`src/rtl/scr_pkg.sv`:
```
package scr_pkg;

    // field widths
    localparam int ENERGY_W = 16;
    localparam int COORD_W  = 16;
    localparam int FRAC_W   = 16;
    localparam int R2_W     = 34;
    localparam int RAD_W    = 17;
    localparam int STAT_W   = 2;

    // default store depth
    localparam int DEF_MAX_HITS = 1024;

    // register reset values
    localparam logic [FRAC_W-1:0] FRAC_RESET = 16'd62259;

    // register indexes
    localparam logic REG_FRAC = 1'b0;
    localparam logic REG_SKIP = 1'b1;

    // status codes
    localparam logic [STAT_W-1:0] ST_OK       = 2'd0;
    localparam logic [STAT_W-1:0] ST_EMPTY    = 2'd1;
    localparam logic [STAT_W-1:0] ST_OVERFLOW = 2'd2;

    typedef struct packed {
        logic [ENERGY_W-1:0]       energy;
        logic signed [COORD_W-1:0] pos_x;
        logic signed [COORD_W-1:0] pos_y;
        logic                      is_masked;
        logic                      last_hit;
    } hit_t;

    typedef struct packed {
        logic [RAD_W-1:0]  radius;
        logic [STAT_W-1:0] status;
    } result_t;

endpackage

```
`src/rtl/scr_isqrt.sv`:
```
module scr_isqrt (
    input  logic                       clk,
    input  logic                       rst_n,
    input  logic                       start,
    input  logic [scr_pkg::R2_W-1:0]   value,
    output logic                       done,
    output logic [scr_pkg::RAD_W-1:0]  root
);

    localparam int VW    = scr_pkg::R2_W;
    localparam int RW    = scr_pkg::RAD_W;
    localparam int CNT_W = $clog2(RW + 1);

    logic             busy_reg;
    logic             done_reg;
    logic [CNT_W-1:0] cnt_reg;
    logic [VW-1:0]    val_reg;
    logic [RW+1:0]    rem_reg;
    logic [RW-1:0]    root_reg;

    logic [RW+3:0]    rem_sh;
    logic [RW+3:0]    trial;
    logic             ge;
    logic [RW+3:0]    diff;

    // two bits of the operand per cycle
    assign rem_sh = {rem_reg, val_reg[VW-1:VW-2]};
    assign trial  = {2'b00, root_reg, 2'b01};
    assign ge     = (rem_sh >= trial);
    assign diff   = rem_sh - trial;

    always_ff @(posedge clk or negedge rst_n)
    begin
        if (!rst_n)
        begin
            busy_reg <= 1'b0;
            done_reg <= 1'b0;
            cnt_reg  <= '0;
        end
        else
        begin
            done_reg <= 1'b0;
            if (start)
            begin
                busy_reg <= 1'b1;
                cnt_reg  <= '0;
            end
            else if (busy_reg)
            begin
                cnt_reg <= cnt_reg + 1'b1;
                if (cnt_reg == CNT_W'(RW - 1))
                begin
                    busy_reg <= 1'b0;
                    done_reg <= 1'b1;
                end
            end
        end
    end

    // datapath
    always_ff @(posedge clk)
    begin
        if (start)
        begin
            val_reg  <= value;
            rem_reg  <= '0;
            root_reg <= '0;
        end
        else if (busy_reg)
        begin
            val_reg  <= {val_reg[VW-3:0], 2'b00};
            rem_reg  <= ge ? diff[RW+1:0] : rem_sh[RW+1:0];
            root_reg <= {root_reg[RW-2:0], ge};
        end
    end

    assign done = done_reg;
    assign root = root_reg;

endmodule

```
`config.mk`:
```
export PLATFORM = sky130hd
export DESIGN_NAME = scr_isqrt
export DESIGN_NICKNAME = d
export VERILOG_FILES = /design/src/rtl/scr_pkg.sv /design/src/rtl/scr_isqrt.sv
export SDC_FILE = /design/constraint.sdc
export NUM_CORES = 1
export LEC_CHECK = 0
export ABC_AREA = 1
export BUFFER_PORTS_ARGS = -buffer_cell sky130_fd_sc_hd__buf_2
export CAP_MARGIN = 30
export CORE_ASPECT_RATIO = 1.4
export CORE_MARGIN = 4
export CORE_UTILIZATION = 59
export CTS_CLUSTER_DIAMETER = 30
export DETAILED_ROUTE_END_ITERATION = 10
export GPL_ROUTABILITY_DRIVEN = 0
export PLACE_DENSITY = 0.86
export SYNTH_ARGS = -nofsm -noshare
export SYNTH_HDL_FRONTEND = slang
export SYNTH_SLANG_ARGS = --single-unit
```
`constraint.sdc`:
```
create_clock -name clk -period 2.66 [get_ports clk]
set_clock_uncertainty 0.05 [all_clocks]
set_input_delay 0.133 -clock clk [delete_from_list [all_inputs] [get_ports clk]]
set_output_delay 0.133 -clock clk [all_outputs]
set_load 0.05 [all_outputs]
```
==> metrics.txt <==
status finished, violations left; failing checks hold timing; maximum number of pins on one net before global-route repair 52; Pwr per Cell Area 1030 nW/um2; 1st-pass router iterations 5; Synth area leader edfxtp_1; Die X 81.8 um; Max IR drop VDD 0.503 mV; Port Buffers 54; Post-Syn Instances 606; NumNets Final 740; DRT Wirelength 11.4 mm; diodes inserted 0; initial antenna violation count 0; WS Path Type reg -> reg; height of the die 111 um; Worst Max-Slew Pin Slew 0.764 ns; Via density 5.39; Post-synth EDFFs 34; vias in the first global route 4,350; Distinct cells, synth 36; Sink Count 77; Post CTS Setup Buffer Count 0; Yosys reg bits 77; total of max-cap violations 0; Clock transition at path regs 0.08 ns; max reg flops 34; count leader, synth nand2_1; fmax 0.427 GHz; global-route wire length before repair 19.2 mm; Clock Path Buffers 2; final worst path period share 88.1%; main flop type after synthesis dfxtp_1; LEAKAGE 2.75 nW; DRC errors left 0; antenna-violating nets left 0; setup violators final 0; number of DRC markers in iteration 0 265; core area 7410 um2; clock period minus worst slack 2.34 ns; Comb power frac 57.0%; register area share after synthesis 42.7%; syn avg cell area 7.41 um2; Global Route Usage Sum 27.3%; clock network fraction of design power 14.2%; Worst EP arrival 2.53 ns; share of cells above drive strength 1 15.4%; CTS tree yes; IO Count 55; fin util 70.6%; ys async rst share 9.09%; unrepaired setup endpoints after global routing false; Rows 37; Mapped Nets 664; Root Buffer clkbuf_8; Worst setup SP type flop; Synth-to-Final Area Change 16.3%; internal power 2.84 mW; wire length per cell 14.5 um; total grt overflow 0; vias 4,225; CP Data Required Time 2.85 ns; Final Hold Viols 1; worst-path fanout max 27; Synth Cell Area 4490 um2; Yosys top cell area share 22.7%; Clock Latency Late Sink 0.36 ns; final-layout fill cell count 582; Commonest cells post-synth nand2_1 (237), inv_1 (76), dfxtp_1 (36); yosys warns 0; final hold slack -0.000339 ns; Initial Util 60.7%; setup TNS 0 ns; Psw 2.56 mW; Hold Crit Class in -> reg; Post-DP HPWL 7.58 mm; Num CTS Buffers 9; max-slew violations 0; Slew HR 49.0%; die area 9100 um2; sequential fraction of design power 28.8%; switching part of the total 47.4%; deepest level of the CTS H-tree 3; main area contributors after synthesis edfxtp_1 (23%), nand2_1 (20%), dfxtp_1 (16%); Crit. End Element flop
==> cell type report <==
type / instances / area [um2] / share of cell area, %
multi-input cells: 420 / 2130 / 40.8
flip-flops and latches: 77 / 1920 / 36.7
repair buffers: 84 / 561 / 10.7
inverters: 90 / 338 / 6.46
clock buffers: 11 / 131 / 2.51
well taps: 97 / 121 / 2.32
clock inverters: 5 / 28.8 / 0.551
==> worst paths after layout <==
kind / endpoint / cells after the start / from / slack [ns]
min: val_reg[30] / 3 / value[30] / -0.0003
max: rem_reg[12] / 12 / root[6] / 0.32
min reg2reg: rem_reg[17] / 2 / rem_reg[17] / 0.42
min in group asynchronous: cnt_reg[0] / 2 / rst_n / 0.07
max reg2reg: rem_reg[12] / 12 / root[6] / 0.32
max in group asynchronous: busy_reg / 2 / rst_n / 2.32
==> stage by stage <==
stage,setup WS (ns),instances,total power [mW],hold slack (ns),cell area [um2]
final,0.316,784,5.41,-0.000339,5230
after global routing,0.103,784,5.87,0.00600,5230
after CTS,0.370,784,5.34,0.0000866,5230
after detailed placement,0.399,742,4.54,-0.0729,4810
after global placement,0.474,742,4.46,-0.0808,4810
after floorplan,0.375,606,4.02,-0.213,4490
==> cells by family after synthesis <==
group,after synthesis,synth area share [%]
and+or+nand+nor,340,33.4
buffers and inverters,109,9.91
DFF,77,42.7
AOI/OAI and AO/OA,50,6.46
adders and majority gates,21,5.85
xor gates and xnor gates,9,1.75
==> worst max-delay path: stages (launching register included) <==
cell	delay [ns]
dfxtp_1	0.34
inv_1	0.07
ha_1	0.36
nand2_1	0.16
inv_2	0.06
nand2_1	0.09
nor2_1	0.06
nand3_1	0.08
nand2_2	0.07
nor2_4	0.30
nand2_8	0.19
o211ai_1	0.32
nand2_1	0.08
==> power groups by stage <==
stage / registers, mW / logic, mW / clock network, mW
6_report: 1.56 / 3.08 / 0.768
5_1_grt: 1.57 / 3.46 / 0.834
4_1_cts: 1.55 / 3.02 / 0.773
3_5_place_dp: 1.58 / 2.96 / 0
3_3_place_gp: 1.57 / 2.89 / 0
2_1_floorplan: 1.58 / 2.44 / 0
==> cells in the final DEF, fill, tap and decap left out, drive strengths merged, types with 16 or more instances in the layout <==
cell type | netlist | layout
nand2 | 244 | 244
inv | 88 | 88
buf | 11 | 58
nand3 | 44 | 44
dfxtp | 36 | 36
edfxtp | 34 | 34
nor2 | 28 | 28
dlygate4sd3 | 0 | 26
ha | 21 | 21
a21oi | 21 | 21
o22ai | 16 | 16
==> per-layer routing <==
metal | track usage [%] | wire [um] | vias up
met5 | 0 | 0 | -
li1 | - | - | 2086
met1 | 30.0 | 4140 | 1905
met3 | 4.72 | 727 | 48
met4 | 17.8 | 621 | 0
met2 | 46.6 | 5910 | 186
==> what timing repair did <==
action,in CTS,in global routing
endpoints found under the setup margin,0,0
hold endpoints to repair,32,0
gates resized for setup,0,0
hold buffers,26,0
Power figures use the tool's default switching activity.
