`src/rtl/scr_div.sv`:
```
module scr_div #(
    parameter int DVD_W = 42,
    parameter int DVS_W = 26
) (
    input  logic                    clk,
    input  logic                    rst_n,
    input  logic                    start,
    input  logic signed [DVD_W-1:0] dividend,
    input  logic [DVS_W-1:0]        divisor,
    output logic                    done,
    output logic signed [DVD_W-1:0] quotient
);

    localparam int CNT_W = $clog2(DVD_W + 1);

    logic             busy_reg;
    logic             done_reg;
    logic             neg_reg;
    logic [CNT_W-1:0] cnt_reg;
    logic [DVD_W-1:0] sh_reg;
    logic [DVS_W-1:0] rem_reg;
    logic [DVS_W-1:0] dvs_reg;

    logic [DVS_W:0]   trial;
    logic             ge;
    logic [DVS_W:0]   diff;

    // one restoring step a cycle, quotient bits shift in behind the dividend
    assign trial = {rem_reg, sh_reg[DVD_W-1]};
    assign ge    = (trial >= {1'b0, dvs_reg});
    assign diff  = trial - {1'b0, dvs_reg};

    always_ff @(posedge clk or negedge rst_n)
    begin
        if (!rst_n)
        begin
            busy_reg <= 1'b0;
            done_reg <= 1'b0;
            cnt_reg  <= '0;
        end
        else
        begin
            done_reg <= 1'b0;
            if (start)
            begin
                busy_reg <= 1'b1;
                cnt_reg  <= '0;
            end
            else if (busy_reg)
            begin
                cnt_reg <= cnt_reg + 1'b1;
                if (cnt_reg == CNT_W'(DVD_W - 1))
                begin
                    busy_reg <= 1'b0;
                    done_reg <= 1'b1;
                end
            end
        end
    end

    // datapath
    always_ff @(posedge clk)
    begin
        if (start)
        begin
            neg_reg <= dividend[DVD_W-1];
            sh_reg  <= dividend[DVD_W-1] ? (~dividend + 1'b1) : dividend;
            rem_reg <= '0;
            dvs_reg <= divisor;
        end
        else if (busy_reg)
        begin
            sh_reg  <= {sh_reg[DVD_W-2:0], ge};
            rem_reg <= ge ? diff[DVS_W-1:0] : trial[DVS_W-1:0];
        end
    end

    assign done     = done_reg;
    assign quotient = neg_reg ? $signed(~sh_reg + 1'b1) : $signed(sh_reg);

endmodule

```
`config.mk`:
```
export PLATFORM = sky130hd
export DESIGN_NAME = scr_div
export DESIGN_NICKNAME = d
export VERILOG_FILES = /design/src/rtl/scr_div.sv
export SDC_FILE = /design/constraint.sdc
export NUM_CORES = 1
export LEC_CHECK = 0
export BUFFER_PORTS_ARGS = -buffer_cell sky130_fd_sc_hd__buf_2
export CORE_ASPECT_RATIO = 2
export CORE_MARGIN = 2
export CORE_UTILIZATION = 53
export DETAILED_ROUTE_END_ITERATION = 12
export PLACE_DENSITY_LB_ADDON = 0.1
export REMOVE_ABC_BUFFERS = 1
export SLEW_MARGIN = 20
export SYNTH_ARGS = -nofsm -noshare
export SYNTH_HDL_FRONTEND = slang
export SYNTH_SLANG_ARGS = --single-unit
```
`constraint.sdc`:
```
create_clock -name clk -period 4.4 [get_ports clk]
set_input_delay 0.88 -clock clk [delete_from_list [all_inputs] [get_ports clk]]
set_output_delay 0.88 -clock clk [all_outputs]
set_load 0.005 [all_outputs]
```
==> reports/metrics.cfg, run 1 <==
[outcome]
status=finished, final reports clean

[placement]
hpwl_um=13360
portBuffers=113
gp_congestion=0.8927
dp.cells=1016
pre_cts_slack_ps=262.3

[synth]
post-synth-top-area-cell=edfxtp_1
yosys_warnings=0
ys_types=62
ys_seq_elements=103
synth_top_flop_cell=edfxtp_1
avgSynthCellArea_um2=9.143
synth_edf_count=69
synth_cells=775
synthesis.area_um2=7086
synth_async_sr_flop_share_pct=7.767
synth-seq-area-share_pct=39.41
synth_top_area_share_pct=29.24
yosys.cell_count.top_type=nor2_1
synth_area_leaders=edfxtp_1 (29%), dfxtp_1 (7.3%), xnor2_1 (6.9%), xor2_1 (5.6%), ha_1 (5.3%)
synth_common_cells=nor2_1 (85), nand2_1 (73), edfxtp_1 (69)

[timing]
finalCritPeriodShare_pct=99.16
grt_setup_unrepaired=yes
worst_pin_slew_ps=1068
setup_viol_count_final=0
slew_viol_final=0
setup_ws_ps=36.88
layout_min_cycle_time_ps=4363
max_freq_mhz=229.2
fin_setup_tns_ps=0
hold_viol=0
finClkSkew_ps=15.34
slew_headroom_pct=28.51

[worst_setup_path]
cp_data_required_time_ps=3520
cp_max_fo=5
crit_top_cell=or4_4
crit_chain=or4_4 -> nor4_4 -> nand4_2 -> or4_4 -> or4_4 -> or3_4 -> o31ai_4 -> xnor2_1 -> buf_2
critPathLaunchType=flop
slowest_delay_ps=570
arrival_ps=3480
crit_type=flop to primary output
cpMaxStageDelayCell=or4_4
setup.worst_path.end_class=primary output

[clocking]
cts.hold.buffers_added=0
path_clk_slew_ps=80
clock_latency_ps=350
cts_buffer_depth=2
clockRootBuffer=clkbuf_16
cts_tree=built
htree_levels=3
cts-buffers-inserted=9
cts.sinks=103

[drt]
highest_layer=met4
vias_per_cell=5.999
routed_wl_um=17870
met3_length_um=596
vias=6233
drcViolationCount=0
wire_per_inst_um=17.20
first_pass_iters=6
drt_iter0_markers=247
ant_nets=0
wl_met2_um=10330
drt-met1-wl_um=6477

[die]
start_util_pct=54.23
die_area_um2=14370
dieWidth_um=85.76
coreArea_um2=13070
core.rowCount=59
fp.dieH_um=167.5
ios=114

[finish]
final_cell_count_no_fill=1039
fillers=1159
areaGrowthSynthToFinish_pct=15.66
drive_gt1_share_pct=18.60
nNetsFinal=984
largest_reg_flops=42
num_antenna_cells=0

[grt]
grt_use_total_pct=25.03
grt_pass1_wl_um=29040
antenna_found_initial=0
first_global_vias=6208
grt_max_degree=73
overflow=0

[run]
drv_cap=0

[power]
ir_drop_v=0.0002276
power.total_w=0.003975
total_leakage_power_nw=3.373
cellPowerDensity_nw_per_um2=485.1

[worst_hold_path]
min_path_type=primary input to asynchronous set/reset pin

## through the flow
| stage | hold WS (ps) | utilization, % | cell area (um^2) |
|---|---|---|---|
| final | 362.1 | 62.72 | 8195 |
| after global routing | 366.6 | 62.72 | 8195 |
| after CTS | 356.6 | 62.36 | 8148 |
| after detailed placement | 465.6 | 59.65 | 7794 |
| after global placement | 453.5 | 59.65 | 7794 |
| after floorplan | 439.6 | - | 6949 |
## logic make-up after synthesis
| kind of cell | synth area share [%] |
|---|---|
| multiplexers | 1.925 |
| AO/OA/AOI/OAI | 20.01 |
| adder cells (fa/ha/maj) | 5.580 |
| XOR/XNOR | 12.48 |
| flip-flops | 39.41 |
| AND/OR/NAND/NOR | 16.65 |
| buffers and inverters | 3.938 |
## worst max-delay path, delay by kind of cell (launching register included)
kind | cells | cell delay, ps
compound gates | 1 | 180
xor+xnor | 1 | 140
simple gates | 6 | 2270
buf+inv | 1 | 130
flops | 1 | 390
## report_power, final
part | total (W) | internal, W | switching (W)
clock | 0.000886 | 0.000505 | 0.000381
sequential | 0.00140 | 0.00123 | 0.000175
combinational | 0.00169 | 0.000745 | 0.000941
## area by class of cell
class                   count  area (um^2)  share of cell area [%]
inverters                  38        142.6                   1.740
clock buffers               9        225.2                   2.748
repair buffers            131        710.7                   8.672
flip-flops and latches    103         2793                   34.08
clock inverters             7        101.3                   1.237
well taps                 152        190.2                   2.321
multi-input cells         599         4033                   49.21
## per-layer routing
layer  GRT usage, %  vias up
li1               -     3053
met1          25.45     3003
met2          49.29      145
met3          3.302       32
met4          10.01        0
met5              0        -
## cells in the final DEF, fill, tap and decap left out, drive strengths merged, types with 9 or more instances in the layout
master  instances
nor3           12
nand2          73
o21ai          45
o41ai          15
buf           131
nor4           10
a21oi          53
o31ai          25
dfxtp          26
ha             30
inv            41
clkbuf          9
a21o            9
xnor2          56
nor2           85
or4            12
xor2           45
a311oi         15
edfxtp         69
## worst paths after layout
check                                    startpoint                        to  slack (ps)  depth (start not counted)
max                            sh_reg[14]$_DFFE_PP_              quotient[41]          40                          9
min                                           rst_n    cnt_reg[1]$_DFFE_PN0P_         360                          1
max reg2reg                    dvs_reg[2]$_DFFE_PP_  rem_reg[12]$_SDFFE_PP0P_         860                         11
min reg2reg                rem_reg[25]$_SDFFE_PP0P_  rem_reg[25]$_SDFFE_PP0P_         490                          2
max in group asynchronous                     rst_n    cnt_reg[4]$_DFFE_PN0P_        3860                          1
min in group clk           rem_reg[25]$_SDFFE_PP0P_  rem_reg[25]$_SDFFE_PP0P_         490                          2
## what timing repair did
action	4_1_cts	5_1_grt
buffers inserted	3	3
endpoints found under the setup margin	5	6
resized for setup	2	2
(Power assumes the default switching activity.)
==> run 2, diff against run 1 <==
PLACE_DENSITY = 0.84   (was default)
PLACE_DENSITY_LB_ADDON = default   (was 0.1)
==> run 2 against run 1 <==
Setup slack improved by 1.8 ps. Hold slack got worse by 1.1 ps. Total power decreased by 2.3%. Die area unchanged. Clock skew decreased by 4.1 ps. Critical path depth unchanged. Non-clock buffer count increased by 4. Clock power decreased by 13%. Sequential power about the same. Flip-flop and latch count unchanged. Critical endpoint unchanged. Routed wire length increased by 4.1%. Cell area decreased by 0.12%.
==> reports/metrics.cfg, run 2 (synthesized netlist as in run 1, its figures left out) <==
[clocking]
cts.sinks=103
path_clk_slew_ps=80
cts_tree=built
cts_buffer_depth=2
clock_latency_ps=350
cts.hold.buffers_added=0
clockRootBuffer=clkbuf_16
htree_levels=3
cts-buffers-inserted=9

[timing]
finalCritPeriodShare_pct=99.12
worst_pin_slew_ps=1052
fin_setup_tns_ps=0
max_freq_mhz=229.3
slew_headroom_pct=29.83
setup_viol_count_final=0
slew_viol_final=0
finClkSkew_ps=11.24
hold_viol=0
hold_ws_ps=361.0
layout_min_cycle_time_ps=4361
grt_setup_unrepaired=yes
setup_ws_ps=38.72

[finish]
areaGrowthSynthToFinish_pct=15.52
num_antenna_cells=0
nNetsFinal=988
drive_gt1_share_pct=18.97
layout_commonest_cell=buf_2
fin_util_pct=62.64
largest_reg_flops=42
final_cell_mix=buf_2 (112), nor2_1 (85), nand2_1 (73)

[worst_setup_path]
cp_max_fo=3
regToRegSetupSlack_ps=850
cp_data_required_time_ps=3520
timing.rr.end=rem_reg[12]$_SDFFE_PP0P_
reg2reg_depth=11
r2r-start=sh_reg[41]$_DFFE_PP_
arrival_ps=3480
critPathLaunchType=flop
setup.worst_path.end_class=primary output
crit_type=flop to primary output

[placement]
portBuffers=113
pre_cts_slack_ps=284.6
gp_congestion=0.9271
hpwl_um=13920

[die]
core.rowCount=59
coreArea_um2=13070
fp.dieH_um=167.5
dieWidth_um=85.76
die_area_um2=14370
start_util_pct=54.23
ios=114

[power]
total_leakage_power_nw=3.376
ir_drop_v=0.0001828
cellPowerDensity_nw_per_um2=474.3

[run]
drv_cap=0

[grt]
grt_pass1_wl_um=29770
grt_use_total_pct=26.08
first_global_vias=6338
antenna_found_initial=0
grt_max_degree=85
overflow=0

[drt]
drt_iter0_markers=252
routed_wl_um=18600
first_pass_iters=7
wire_per_inst_um=17.84
drcViolationCount=0
vias_per_cell=6.062
ant_nets=0
vias=6323

[outcome]
status=finished, final reports clean

[worst_hold_path]
min_path_type=primary input to asynchronous set/reset pin

## run 2: report_power, final
group	switching [W]	total [W]	internal (W)
clock	0.000379	0.000770	0.000392
combinational	0.000961	0.00171	0.000751
sequential	0.000171	0.00140	0.00123
## run 2: repair_timing
action / in CTS / in global routing
endpoints found under the hold margin: 0 / 0
gates cloned: 0 / 0
endpoints found under the setup margin: 5 / 5
resized for setup: 1 / 2
pin swaps: 0 / 1
buffers inserted: 5 / 5
## run 2: worst max-delay path: stages (launching register included)
cell and delay (ps):
edfxtp_1 400, or4_4 580, nor4_4 230, nand4_2 150, or4_4 470, or4_4 460, or3_4 390, o31ai_4 180
xnor2_1 140, buf_2 130
## run 2: worst max path at each step
stage                    startpoint           end  slack (ps)  cells past startpoint
2_1_floorplan  sh_reg[14]$_DFFE_PP_  quotient[39]         630                      8
3_3_place_gp   sh_reg[14]$_DFFE_PP_  quotient[41]         360                      9
3_5_place_dp   sh_reg[14]$_DFFE_PP_  quotient[38]         280                      9
4_1_cts        sh_reg[14]$_DFFE_PP_  quotient[41]          20                      9
5_1_grt        sh_reg[14]$_DFFE_PP_  quotient[40]         -90                      9
6_report       sh_reg[14]$_DFFE_PP_  quotient[41]          40                      9
## run 2: cell type report
type	instances	area (um^2)
Fill cell	1156	4881
Multi-Input combinational cell	599	4035
Tap cell	152	190.2
Clock inverter	7	53.80
Inverter	38	142.6
Sequential cell	103	2793
Clock buffer	9	225.2
Timing Repair Buffer	135	745.7
## run 2: layer usage
layer | wire length, um | global-route usage [%] | part of all wire [%]
met5 | 0 | 0 | 0
met3 | 1022 | 5.619 | 5.5
met2 | 10470 | 51.56 | 56
met1 | 6244 | 23.60 | 34
met4 | 869 | 13.25 | 4.7
## run 2: per-stage QoR
step                power [W]  instances  area, um^2
global route         0.004134       1043        8185
finish               0.003883       1043        8185
global placement     0.003046       1017        7814
detailed placement   0.003085       1017        7814
CTS                  0.003870       1038        8134
floorplan            0.002567        740        6949
==> run 3, diff against run 2 <==
CORE_UTILIZATION = 58   (was 53)
PLACE_DENSITY = 0.9   (was 0.84)
==> run 3 against run 2 <==
The run now ends with negative setup slack left. Setup slack got worse by 61 ps. Register-to-register slack about the same. Utilization increased by 5.2 points. Combinational power about the same. Critical endpoint is now quotient[39].
==> reports/metrics.cfg, run 3 (synthesized netlist as in run 1, its figures left out) <==
[worst_setup_path]
cpMaxStageDelayCell=or4_4
cp_data_required_time_ps=3520
crit_family=simple AND/OR/NAND/NOR gates
crit_type=flop to primary output
crit_top_cell=or4_4
critPathLaunchType=flop
setup.worst_path.end_class=primary output
path_buf_inv=1
cp_max_fo=5
crit_chain=or4_4 -> nor4_4 -> nand4_2 -> or4_4 -> or4_4 -> or3_4 -> o31ai_4 -> xnor2_1 -> buf_2
slowest_delay_ps=580
arrival_ps=3540

[power]
ir_drop_v=0.0002740
total_leakage_power_nw=3.374
cellPowerDensity_nw_per_um2=482.3

[drt]
wire_per_inst_um=18.29
vias_per_cell=6.183
first_pass_iters=5
ant_nets=0
drt_iter0_markers=317
vias=6399
routed_wl_um=18930
drcViolationCount=0

[timing]
finClkSkew_ps=7.414
slew_viol_final=0
grt_setup_unrepaired=yes
worst_pin_slew_ps=1006
hold_ws_ps=363.5
finalCritPeriodShare_pct=100.5
setup_viol_count_final=2
layout_min_cycle_time_ps=4422
setup_ws_ps=-22.40
max_freq_mhz=226.1
fin_setup_tns_ps=-35.29
slew_headroom_pct=32.90
hold_viol=0

[finish]
areaGrowthSynthToFinish_pct=15.45
drive_gt1_share_pct=18.81
fin_util_pct=67.87
finalInstanceArea_um2=8180
final_cell_count_no_fill=1035
layout_commonest_cell=buf_2
num_antenna_cells=0
largest_reg_flops=42
final_cell_mix=buf_2 (112), nor2_1 (85), nand2_1 (73)
nNetsFinal=985

[clocking]
cts.sinks=103
cts_buffer_depth=2
clockRootBuffer=clkbuf_16
cts_tree=built
htree_levels=3
path_clk_slew_ps=70
cts-buffers-inserted=9
clock_latency_ps=350

[grt]
overflow=0
antenna_found_initial=0
first_global_vias=6496
grt_max_degree=90
grt_use_total_pct=30.06
grt_pass1_wl_um=30680

[outcome]
status=finished, violations left
violations=negative setup slack

[placement]
hpwl_um=14030
portBuffers=113
placed_cell_area_um2=7807
gp_congestion=0.9620
dp.cells=1012

[die]
ios=114
start_util_pct=58.79
core.rowCount=57
fp.dieH_um=160.3
coreArea_um2=12050
dieWidth_um=82.16
die_area_um2=13170

[run]
drv_cap=0

[worst_hold_path]
min_path_type=primary input to asynchronous set/reset pin

run 3: worst paths after layout:
path                                           from                       end  slack [ps]  depth (start not counted)
hold / removal                                rst_n    cnt_reg[5]$_DFFE_PN0P_         360                          1
setup reg to reg               sh_reg[41]$_DFFE_PP_  rem_reg[12]$_SDFFE_PP0P_         850                         11
setup / recovery               sh_reg[13]$_DFFE_PP_              quotient[39]         -20                          9
min in group clk           rem_reg[25]$_SDFFE_PP0P_  rem_reg[25]$_SDFFE_PP0P_         470                          2
max in group asynchronous                     rst_n    cnt_reg[0]$_DFFE_PN0P_        3860                          1
hold reg to reg            rem_reg[25]$_SDFFE_PP0P_  rem_reg[25]$_SDFFE_PP0P_         470                          2
run 3: through the flow:
stage | total power, W | setup slack (ps)
2_1_floorplan | 0.002567 | 632.4
3_3_place_gp | 0.003025 | 359.5
3_5_place_dp | 0.003078 | 291.5
4_1_cts | 0.003920 | -12.60
5_1_grt | 0.004187 | -118.3
6_report | 0.003945 | -22.40
run 3: report_power, final:
part | switching, W | internal (W)
registers | 0.000171 | 0.00123
clock network | 0.000376 | 0.000458
logic | 0.000968 | 0.000744
total | 0.00151 | 0.00243
run 3: layer usage:
layer / up-vias / global-route usage, % / routed length [um]
li1: 3052 / - / -
met1: 3007 / 30.14 / 6283
met2: 258 / 54.51 / 10450
met3: 82 / 6.067 / 1100
met4: 0 / 17.58 / 1091
met5: - / 0 / 0
run 3: worst register-to-register path: stages, from the launching register on:
cell and delay, ps:
edfxtp_1 450, inv_1 100, ha_1 220, nor2b_1 190, o31a_1 220, o32a_1 300
o2111a_1 260, o211ai_1 230, o21ai_2 850, buf_4 310, nand2_1 60, a311oi_1 260
run 3: what timing repair did:
action	4_1_cts	5_1_grt
hold buffers	0	0
setup endpoints to repair	4	7
buffers inserted	4	3
resized for setup	1	6
run 3: cell type report:
class,count,area [um^2]
multi-input cells,599,4040
fillers,941,3872
flip-flops and latches,103,2793
repair buffers,132,723.2
clock buffers,11,242.7
well taps,147,183.9
inverters,38,142.6
clock inverters,5,55.05
